==> src/rtl/core/bhpq_pkg.sv <==
package bhpq_pkg;

    localparam int DEPTH_DEF     = 1024;
    localparam int KEY_WIDTH_DEF = 32;
    localparam int TAG_WIDTH_DEF = 16;

    localparam int STATUS_W    = 2;
    localparam int COUNT_OUT_W = 11;

    typedef enum logic [STATUS_W-1:0] {
        ST_DONE  = 2'd0,
        ST_EMPTY = 2'd1,
        ST_FULL  = 2'd2
    } status_t;

    typedef enum logic [3:0] {
        CMD_NONE,
        CMD_PUSH_START,
        CMD_POP_START,
        CMD_UP_READ,
        CMD_UP_STEP,
        CMD_DN_READ_L,
        CMD_DN_READ_R,
        CMD_DN_STEP,
        CMD_WRITE_HOLD
    } cmd_t;

    typedef struct packed {
        logic full;
        logic empty;
        logic at_root;
        logic up_move;
        logic dn_has_left;
        logic dn_has_right;
        logic dn_move;
        logic last_zero;
    } stat_t;

endpackage

==> src/rtl/core/bhpq_ctrl.sv <==
module bhpq_ctrl (
    input  logic            aclk,
    input  logic            aresetn,
    input  logic            in_valid,
    output logic            in_ready,
    input  logic            in_pop,
    output logic            out_valid,
    input  logic            out_ready,
    output logic [1:0]      out_status,
    output logic            clr_top,
    output bhpq_pkg::cmd_t  cmd,
    input  bhpq_pkg::stat_t stat
);
    typedef enum logic [3:0] {
        S_IDLE, S_POP_WAIT, S_POP_LOAD, S_UP_READ, S_UP_DEC,
        S_DN_L, S_DN_R, S_DN_DEC, S_WRITE, S_OUT
    } state_t;

    state_t state_reg, state_next;
    logic [1:0] status_reg, status_next;
    logic clr_reg, clr_next;

    assign in_ready   = (state_reg == S_IDLE);
    assign out_valid  = (state_reg == S_OUT);
    assign out_status = status_reg;
    assign clr_top    = clr_reg;

    always_comb begin
        state_next  = state_reg;
        status_next = status_reg;
        clr_next    = clr_reg;
        cmd         = bhpq_pkg::CMD_NONE;
        unique case (state_reg)
            S_IDLE: if (in_valid) begin
                status_next = bhpq_pkg::ST_DONE;
                clr_next    = 1'b0;
                if (!in_pop) begin
                    if (stat.full) begin
                        status_next = bhpq_pkg::ST_FULL;
                        clr_next    = 1'b1;
                        state_next  = S_OUT;
                    end else begin
                        cmd        = bhpq_pkg::CMD_PUSH_START;
                        state_next = S_UP_READ;
                    end
                end else if (stat.empty) begin
                    status_next = bhpq_pkg::ST_EMPTY;
                    clr_next    = 1'b1;
                    state_next  = S_OUT;
                end else begin
                    // the idle read fetches the root
                    state_next = S_POP_WAIT;
                end
            end
            S_POP_WAIT: begin
                // root now registered
                cmd        = bhpq_pkg::CMD_POP_START;
                state_next = stat.last_zero ? S_OUT : S_POP_LOAD;
            end
            S_POP_LOAD: state_next = S_DN_L;
            S_UP_READ: begin
                if (stat.at_root) state_next = S_WRITE;
                else begin
                    cmd        = bhpq_pkg::CMD_UP_READ;
                    state_next = S_UP_DEC;
                end
            end
            S_UP_DEC: begin
                if (stat.up_move) begin
                    cmd        = bhpq_pkg::CMD_UP_STEP;
                    state_next = S_UP_READ;
                end else begin
                    cmd        = bhpq_pkg::CMD_WRITE_HOLD;
                    state_next = S_OUT;
                end
            end
            S_DN_L: begin
                if (!stat.dn_has_left) state_next = S_WRITE;
                else begin
                    cmd        = bhpq_pkg::CMD_DN_READ_L;
                    state_next = S_DN_R;
                end
            end
            S_DN_R: begin
                cmd        = bhpq_pkg::CMD_DN_READ_R;
                state_next = S_DN_DEC;
            end
            S_DN_DEC: begin
                if (stat.dn_move) begin
                    cmd        = bhpq_pkg::CMD_DN_STEP;
                    state_next = S_DN_L;
                end else begin
                    cmd        = bhpq_pkg::CMD_WRITE_HOLD;
                    state_next = S_OUT;
                end
            end
            S_WRITE: begin
                cmd        = bhpq_pkg::CMD_WRITE_HOLD;
                state_next = S_OUT;
            end
            S_OUT: if (out_ready) state_next = S_IDLE;
            default: state_next = S_IDLE;
        endcase
    end

    always_ff @(posedge aclk) begin
        if (!aresetn) begin
            state_reg  <= S_IDLE;
            status_reg <= bhpq_pkg::ST_DONE;
            clr_reg    <= 1'b0;
        end else begin
            state_reg  <= state_next;
            status_reg <= status_next;
            clr_reg    <= clr_next;
        end
    end
endmodule
==> config.mk <==
export PLATFORM = sky130hd
export DESIGN_NAME = bhpq_ctrl
export DESIGN_NICKNAME = d
export VERILOG_FILES = /design/src/rtl/core/bhpq_pkg.sv /design/src/rtl/core/bhpq_ctrl.sv
export SDC_FILE = /design/constraint.sdc
export NUM_CORES = 1
export LEC_CHECK = 0
export BUFFER_PORTS_ARGS = -buffer_cell sky130_fd_sc_hd__buf_2
export CORE_AREA = 10 10 47 49
export CTS_BUF_LIST = sky130_fd_sc_hd__clkbuf_8
export CTS_CLUSTER_DIAMETER = 80
export CTS_CLUSTER_SIZE = 20
export DETAILED_ROUTE_END_ITERATION = 10
export DIE_AREA = 0 0 57 59
export GPL_TIMING_DRIVEN = 0
export HOLD_SLACK_MARGIN = 0.03
export PLACE_DENSITY_LB_ADDON = 0.05
export SLEW_MARGIN = 20
export SYNTH_ARGS = -nofsm -noshare
export SYNTH_HDL_FRONTEND = slang
export SYNTH_SLANG_ARGS = --single-unit
export TNS_END_PERCENT = 50
==> constraint.sdc <==
create_clock -name aclk -period 1.4 [get_ports aclk]
set_input_delay 0 -clock aclk [delete_from_list [all_inputs] [get_ports aclk]]
set_output_delay 0 -clock aclk [all_outputs]
set_load 0.1 [all_outputs]
## After elaboration in Yosys (flattened, before gate mapping)

Index checks and enable logic that the tools add are counted.

| word-level totals | value |
|---|---|
| bits in registers | 7 |
| input bits | 13 |
| output and inout port bits | 9 |
| word-level logic and storage cells | 42 |

| cells by class | value |
|---|---|
| eq/ne operators | 11 |
| multiplexer cells | 25 |
| reductions and logical operators | 3 |

Operators by type and width:

| kind | count |
|---|---|
| 4-bit 2-to-1 mux | 12 |
| 4-bit one-hot mux with 10 select lines | 1 |
| 4-bit one-hot mux with 8 select lines | 1 |
| 4-bit by 3-bit == test with 1-bit output (second input constant) | 4 |
| 4-bit by 2-bit == test with 1-bit output (second input constant) | 2 |
| 4-bit == test (second input constant) | 2 |
| 1-bit 2-to-1 mux | 7 |
| 2-bit 2-to-1 mux | 3 |
| 4-bit by 1-bit == test with 1-bit output (second input constant) | 1 |
| 4-bit zero test | 1 |
| 2-bit AND reduction | 2 |
| 3-bit 2-to-1 mux | 1 |
| 2-bit by 1-bit != test with 1-bit output (second input constant) | 1 |
| 2-bit != test (second input constant) | 1 |

## Logic depth before layout (Yosys ltp)

Gate-level depths: netlist of the first run.

| depth | value |
|---|---|
| word-level depth | 4 |
| depth in mapped cells | 6 |
| gate-level depth less buffers | 4 |

## Worst setup path before layout of the first run

OpenSTA, ideal clock, no wires.

| timing | value |
|---|---|
| kind | flip-flop to output port |
| from | register state_reg[1] |
| to | output cmd[0] |
| arrival | 3.122 ns |
| slack | -1.722 ns |
| cell stages (with the launch flop) | 5 |
| buffers on the path | 1 |
| cells stage by stage | dfxtp_1 buf_6 nor4_4 nand2_2 o32ai_2 |

| on the way | value |
|---|---|
| longest elaborated chain between the ends | 2 |

RTL lines:

| what | line | text |
|---|---|---|
| start, declared | bhpq_ctrl.sv:19 | `state_t state_reg, state_next;` |
| start signal, assigned | bhpq_ctrl.sv:112 | `state_reg <= state_next;` |
| 4-bit zero test | -- |  |
| named net in_ready | bhpq_ctrl.sv:5 | `output logic in_ready,` |
| 4-bit one-hot mux with 8 select lines | bhpq_ctrl.sv:33 | `unique case (state_reg)` |
| end, declared | bhpq_ctrl.sv:11 | `output bhpq_pkg::cmd_t cmd,` |

The timed path passes the listed nets, and every way through them passes these cells.

## Worst setup path after layout of the first run

| timing | value |
|---|---|
| from | register state_reg[0] |
| to | output cmd[0] |

| on the way | value |
|---|---|
| longest elaborated chain between the ends | 2 |

RTL lines:

| what | line |
|---|---|
| 4-bit == test, or another cell as far along | bhpq_ctrl.sv:33 |
| 4-bit one-hot mux with 8 select lines (*) | bhpq_ctrl.sv:33 |

Mark *: on every way between the ends. The rest lies on a longest branch, timed or not.

==> flow_results.org, run 1 <==
** Timing
- The final number of max-transition violations was 0.
- Total Neg Setup Slack :: -223 ps
- Number of setup violations in the final report :: 4
- In this run the tightest slew margin relative to its limit is between 60% and 70%.
- The clock arrives with between 0.7 and 0.8 ps of skew.
- Unrepaired setup endpoints after global routing :: true
- Worst hold margin :: around 42 ps
- The count of endpoints failing hold in the final timing report was 0.
- Final worst path period share :: 109%
- For the pin with the worst max-slew slack, the measured transition is 486 ps.
- Minimum period implied by the final worst setup slack :: ~1500 ps
- Maximum clock frequency :: 654 MHz
- Worst Setup Slack, final :: -130 ps

** Logic synthesis
- Library cell with the largest summed area after synthesis :: dfxtp_1
- Summing the sequential cell areas from Yosys gives 24.1% of the chip area.
- Of all flip-flops after synthesis, the portion carrying an async set or reset was 0%.
- Main synth FF type :: dfxtp_1
- After synthesis, the largest area contributor takes up 24.1% of total cell area.
- Flops & latches, synth :: 7
- Net count after synthesis :: 88
- Number of distinct standard cells referenced by the synthesized netlist :: 35
- Synthesis warning total :: 0
- Counting flops with a built-in enable in the synthesized netlist gives 0.
- The mapped netlist covers slightly below 600 µm².
- Counting every instance in the synthesized netlist gives 75.
- The average instance in the mapped netlist occupies ~7.8 µm².
- Sorting the synthesized cells by area gives the leading types as dfxtp_1 (24%), nand2_1 (7.1%), nor2_1 (4.5%).

** Worst setup path
- Required arrival time at the worst endpoint :: roughly 1400 ps
- Sort of element at the end of the critical path :: primary output
- Traced cell by cell, the critical path runs through nor4_4 > nand2_2 > o32ai_4 > buf_12.
- Sum of buffers and inverters on the critical path :: 1
- Of all nets on the critical path, the largest fanout is 5.
- The worst setup path is launched from a flop.
- Critical path data arrival time :: between 1500 and 2000 ps
- On the critical path, the stage with the largest delay is an instance of dfxtp_4.
- On the worst path, the slowest cell contributes a delay of between 300 and 400 ps.
- Reg2Reg Setup Slack :: -20 ps
- Among cell families on the critical path, the largest total delay comes from simple AND/OR/NAND/NOR gates.
- CP Class :: reg2out

** Die
- The die is between 50 and 60 µm wide.
- Die Ht :: 59 µm
- Once the floorplan was initialized, standard cells occupied roughly two fifths of the core.
- Number of placed I/O pins :: 22
- Core Region :: around 0.0014 mm²
- Standard-cell row count :: 14
- Total Die Area :: 0.00336 mm²

** Layout
- The net count of the finished layout is roughly 120.
- Layout-stage area growth over the synthesis result :: 73.5%
- The register with the most flip-flops in the layout has 4 of them.
- Number of filler cells placed in the layout :: between 100 and 150
- Area taken by flip-flops and latches :: ~150 µm²
- Multi-input gate area :: roughly 480 µm²
- The number of antenna diodes in the final layout is 0.
- In the final layout, the share of cells above drive strength 1 is 54.1%.

** Global route
- Global routing used 12.4% of the available met1 tracks.
- Met2 layer usage reported by global route :: 18.9%
- The first global-routing pass estimated between 3000 and 4000 µm of wire.
- After global routing, the most crowded layer is met2.
- Number of antenna violations at the first check in global routing :: 0
- Met3 usage in global routing :: around 7.3%
- Total gr overflow :: 0
- Across every metal layer, demand over resource in global routing totals approximately 11%.
- Vias in the first global route :: roughly 710
- Entering global routing, the biggest net connects 11 pins.

** Placement
- Half-perimeter wire length after detailed placement :: around 1300 µm
- Gpl congestion :: approximately 0.81
- IO Port Bufs :: 20
- Worst slack, placed :: -231 ps

** Clock tree
- The tree is rooted in a clkbuf_8.
- In this run the number of H-tree levels came out at 1.
- TritonCTS built the clock tree.
- No sink is reached through more buffers than the 2 on the longest clock path.
- CTS hold repair buffers :: 0
- Clock transition at the registers of the reported paths :: ~40 ps
- Clock tree sinks :: 7
- Clock Latency Late Sink :: approximately 230 ps
- Number of buffers inserted during clock tree synthesis :: 3

** Routing
- For this block, the initial DRC count from the detailed router was 17.
- Dividing the detail-routed via count by the number of cells gives 5.58.
- Number of nets with antenna violations after routing :: 0
- Total length of routed wires :: ~1900 µm
- Dividing the detail-routed wire length by the instance count gives 15.1 µm.
- In the routed design, unresolved DRC markers number 0.
- The first TritonRoute pass finished after 4 iterations.
- The routed layout has between 600 and 700 vias.

** Outcome
- Failing checks :: setup timing
- The run finished, with violations left.

** Power
- After layout, the design draws a total of 1.56 mW.
- Static Leakage :: between 0.4 and 0.5 nW
- IR drop worst, VDD :: between 1000 and 1500 µV
- Dividing total power by cell area gives a power density of between 1500 and 2000 mW/mm².

** Worst hold path
- Hold Path Class :: in2reg

** Run
- The tool flagged a number of max-cap violations equal to 0.
[layout make-up]
| type | instances | share of cell area (%) |
|---|---|---|
| multi-input combinational | 61 | 47.5 |
| timing repair buffer | 31 | 25.7 |
| sequential | 7 | 14.7 |
| buffer | 4 | 4.46 |
| clock buffer | 3 | 4.09 |
| tap | 16 | 1.98 |
| inverter | 2 | 1.24 |
| clock inverter | 1 | 0.372 |
[layout by cell type, fill, tap and decap left out, types with 2 or more instances in the layout]
master    count
inv_1         2
a21o_1        2
o21ai_0       2
nand2_2       2
clkbuf_8      3
dfxtp_4       2
buf_4        10
a21boi_1      2
nor2_1        5
buf_2        14
a21oi_1       2
buf_6         5
o21ai_1       4
a22oi_1       3
buf_12        4
nand2_1       9
nand2b_1      3
dfxtp_1       4
a31oi_1       2
[report_power, final]
part	internal [mW]	switching, mW
clock	0.190	0.0895
combinational	0.388	0.629
sequential	0.233	0.0352
total	0.811	0.754
[cell usage after synthesis (2+ instances only)]
cell type,n
nand2_1,11
dfxtp_1,7
nor2_1,7
o21ai_1,4
a22oi_1,3
a31oi_1,3
buf_2,3
nand2b_1,3
a21boi_1,2
a21o_1,2
a21oi_1,2
buf_6,2
nor2b_1,2
nor3_1,2
o21ai_0,2
[logic make-up after synthesis]
family / count (synthesis) / synth area share [%]
buffers and inverters: 7 / 7.74
multiplexers: 1 / 1.94
AO/OA/AOI/OAI: 23 / 28.6
AND/OR/NAND/NOR: 37 / 37.6
flip-flops: 7 / 24.1
[repair_timing]
| action | 4_1_cts | 5_1_grt |
|---|---|---|
| setup buffers | 9 | 2 |
| gates resized for setup | 32 | 9 |
| setup endpoints to repair | 7 | 9 |
| hold endpoints to repair | 0 | 0 |
| cloned | 0 | 0 |
| pin swaps | 6 | 5 |
[stage by stage]
step / cells / util, % / instance area [µm²]
after floorplan: 75 / - / 614
after global placement: 111 / 52.4 / 734
after detailed placement: 111 / 52.4 / 734
after CTS: 124 / 69.3 / 971
after global routing: 125 / 72.1 / 1010
final: 125 / 72.1 / 1010
[per-layer routing]
metal	wire, µm	part of all wire, %
met2	917	49
met4	12	0.64
met5	0	0
met1	737	39
met3	216	11
[final timing paths]
kind,depth (start not counted),from,end
max,4,state_reg[0],cmd[0]
min,3,stat[6],out_status[0]
max reg2reg,5,state_reg[3],state_reg[3]
min reg2reg,2,out_status[1],out_status[1]
[tightest hold or removal path, delay by kind of cell]
| kind | cells | cell delay [ps] |
|---|---|---|
| compound gates | 1 | 50 |
| buf+inv | 1 | 100 |
| simple gates | 1 | 60 |
No activity file was read; power rests on OpenSTA's default activity.
==> run 2, diff against run 1 <==
Settings changed: BUFFER_PORTS_ARGS -buffer_cell sky130_fd_sc_hd__buf_2 to unset, DONT_BUFFER_PORTS set to 1, GPL_TIMING_DRIVEN 0 to unset.
==> run 2 against run 1 <==
- the run still ends with setup timing left
- cell count fell by 6.4%
- register-to-register slack improved by 150 ps
- global-route usage increased by 0.31 points
- power shrank 2.7%
- die area unchanged
- maximum frequency increased by 4.0%
- critical path type unchanged
- critical endpoint unchanged
- largest power group unchanged
==> flow_results.org, run 2 (same netlist as run 1, synthesis figures left out) <==
** Power
- The share of total power consumed by net switching is 47.5% (was 48.2%).
- The power share of the clock group came to 18.3% (was 17.8%).
- IR drop worst, VDD :: 735 µV (was 1040 µV)
- The total internal power came to 0.799 mW (was 0.811 mW).
- Static Leakage :: 0.373 nW (was 0.411 nW)
- Ratio of total power to cell area :: 1560 mW/mm² (was 1550 mW/mm²)
- The portion of total power attributed to combinational logic was 62.6% (was 65.0%).
- Relative contribution of sequential cells to total power :: 19.2% (was 17.1%)
- Pwr Total :: 1.52 mW (was 1.56 mW)
- The power spent charging and discharging nets was 0.723 mW (was 0.754 mW).

** Global route
- The all-layer global routing usage came to 11.7% (was 11.4%).
- Met3 usage in global routing :: 6.87% (was 7.30%)
- The global-route wire length before repair came to 3120 µm (was 3180 µm).
- Global route hottest layer :: met2 (unchanged)
- Met1 Use GR :: 11.1% (was 12.4%)
- The total overflow reported by the global router is 0 (unchanged).
- Met2 layer usage reported by global route :: 19.7% (was 18.9%)
- The largest net degree at the start of global routing came to 12 (was 11).
- The via count of the first global-routing pass was 681 (was 706).
- Number of antenna violations at the first check in global routing :: 0 (unchanged)

** Timing
- Worst slew margin relative to its limit :: 77.0% (was 67.8%)
- The setup-violating endpoint count in the final report was 2 (was 4).
- The count of endpoints failing hold in the final timing report is 0 (unchanged).
- The summed negative setup slack over all endpoints was -85.5 ps (was -223 ps).
- The maximum frequency from static timing analysis is 680 MHz (was 654 MHz).
- Unrepaired setup endpoints after global routing: true (unchanged).
- Post-Route Skew :: 0.168 ps (was 0.709 ps)
- The actual slew at the worst max-slew pin is 341 ps (was 486 ps).
- Minimum period implied by the final worst setup slack :: 1470 ps (was 1530 ps)
- Final worst path period share :: 105% (was 109%)
- Max-slew violation count :: 0 (unchanged)
- The final worst setup slack came to -70.8 ps (was -130 ps).

** Layout
- Layout-stage area growth over the synthesis result :: 68.0% (was 73.5%)
- The number of nets in the layout was 115 (was 123).
- Highest-count cells in the layout ignoring fill and taps: buf_4 (15), nand2_1 (11), dlygate4sd3_1 (6), buf_12 (6) (was buf_2 (14), buf_4 (10), nand2_1 (9)).
- The share of the core filled with cells came to 69.7% (was 72.1%).
- Flip-flop count of the largest register after layout :: 4 (unchanged)
- The most common cell after layout, fill and taps aside was buf_4 (was buf_2).
- The count of placed standard cells in the final layout, fillers left out is 117 (was 125).
- # diodes :: 0 (unchanged)
- Share of cells above drive strength 1 :: 46.5% (was 54.1%)

** Clock tree
- Clock tree from TritonCTS :: done (unchanged)
- Clock Latency Late Sink :: 230 ps (about the same)
- Buffers from clock root to sink, at most :: 2 (unchanged)
- The total number of clock tree sinks was 7 (unchanged).
- Root Buffer Master :: clkbuf_8 (unchanged)
- Clock transition at the registers of the reported paths :: 40 ps (about the same)
- Number of buffers inserted during clock tree synthesis :: 3 (unchanged)
- H-tree depth :: 1 (unchanged)

** Routing
- Pre-antenna DRT Iters :: 4 (unchanged)
- Initial detailed-routing violation count :: 15 (was 17)
- The detailed-route DRC error count was 0 (unchanged).
- The routed wirelength normalized by instance count was 16.8 µm (was 15.1 µm).
- Vias :: 662 (was 698)
- The ratio of routed vias to standard cells came to 5.66 (was 5.58).
- Number of nets with antenna violations after routing :: 0 (unchanged)
- Total length of routed wires :: 1960 µm (was 1880 µm)

** Placement
- The quantity of I/O buffers inserted on ports is 0 (was 20).
- The final estimated routing congestion in global placement came to 0.885 (was 0.808).
- Half-perimeter wire length after detailed placement :: 1370 µm (was 1270 µm)
- The placed instance count is 104 (was 111).

** Worst setup path
- The worst endpoint data arrival time was 1470 ps (was 1530 ps).
- The critical path endpoint category was a primary output (unchanged).
- CP startpoint kind :: flop (unchanged)
- The biggest fanout along the worst timing path came to 11 (was 5).
- The data required time at the worst endpoint was 1400 ps (about the same).
- The worst setup slack for register-to-register paths was 130 ps (was -20 ps).
- The critical path start-end classification was reg2out (unchanged).

** Die
- Die extent in x :: 57 µm (unchanged)
- Number of placed I/O pins :: 22 (unchanged)
- The vertical die dimension was 59 µm (unchanged).
- Standard-cell row count :: 14 (unchanged)
- The starting density of the core was 41.5% (unchanged).
- The floorplan die area is 0.00336 mm² (unchanged).
- The placeable core region came to 0.00140 mm² (unchanged).

** Worst hold path
- Hold Path Class :: in2reg (unchanged)

** Outcome
- Outcome :: complete, but fails checks (unchanged)
- Failing checks :: setup timing (unchanged)

** Run
- Number of violations of the max-capacitance limit :: 0 (unchanged)
run 2: stage by stage:
stage / cell area (µm²) / setup slack (ps) / hold slack [ps]
floorplan: 614 / -1280 / 128
finish: 977 / -70.8 / 42.4
global placement: 798 / 56.7 / 153
global route: 977 / -124 / 79.8
detailed placement: 798 / 43.3 / 152
CTS: 936 / -67.0 / 39.9
run 2: worst paths after layout:
path | start | end | depth (start not counted)
min | in_valid | state_reg[2] | 2
max reg2reg | state_reg[0] | state_reg[1] | 4
max | state_reg[0] | cmd[0] | 4
min reg2reg | out_status[1] | out_status[1] | 2
run 2: what timing repair did:
item | 4_1_cts | 5_1_grt
hold buffers | 6 | 0
resized for setup | 9 | 8
endpoints found under the hold margin | 7 | 0
buffers inserted | 2 | 1
pin swaps | 2 | 2
endpoints found under the setup margin | 6 | 6
run 2: routing by layer:
metal | share of wire, % | vias to the layer above | wire length, µm
met2 | 51 | 22 | 992
met4 | 0.46 | 0 | 9
met3 | 11 | 2 | 209
li1 | - | 328 | -
met1 | 38 | 310 | 750
met5 | 0 | - | 0
run 2: layout make-up:
| class | count | area (µm²) |
|---|---|---|
| clock buffers | 3 | 41.3 |
| inverters | 2 | 7.51 |
| fillers | 124 | 424 |
| multi-input cells | 61 | 462 |
| repair buffers | 27 | 293 |
| well taps | 16 | 20.0 |
| flip-flops and latches | 7 | 150 |
| clock inverters | 1 | 3.75 |
run 2: power groups by stage:
stage / registers (mW) / clock network [mW] / logic [mW]
2_1_floorplan: 0.326 / 0 / 0.565
3_3_place_gp: 0.285 / 0 / 0.833
3_5_place_dp: 0.285 / 0 / 0.834
4_1_cts: 0.289 / 0.289 / 0.877
5_1_grt: 0.299 / 0.292 / 1.00
6_report: 0.292 / 0.278 / 0.953
run 2: critical path, stage by stage (launching register included):
cell and delay [ps]:
dfxtp_4 380, nor4_4 290, nand2_2 110, o32ai_4 240, buf_12 210
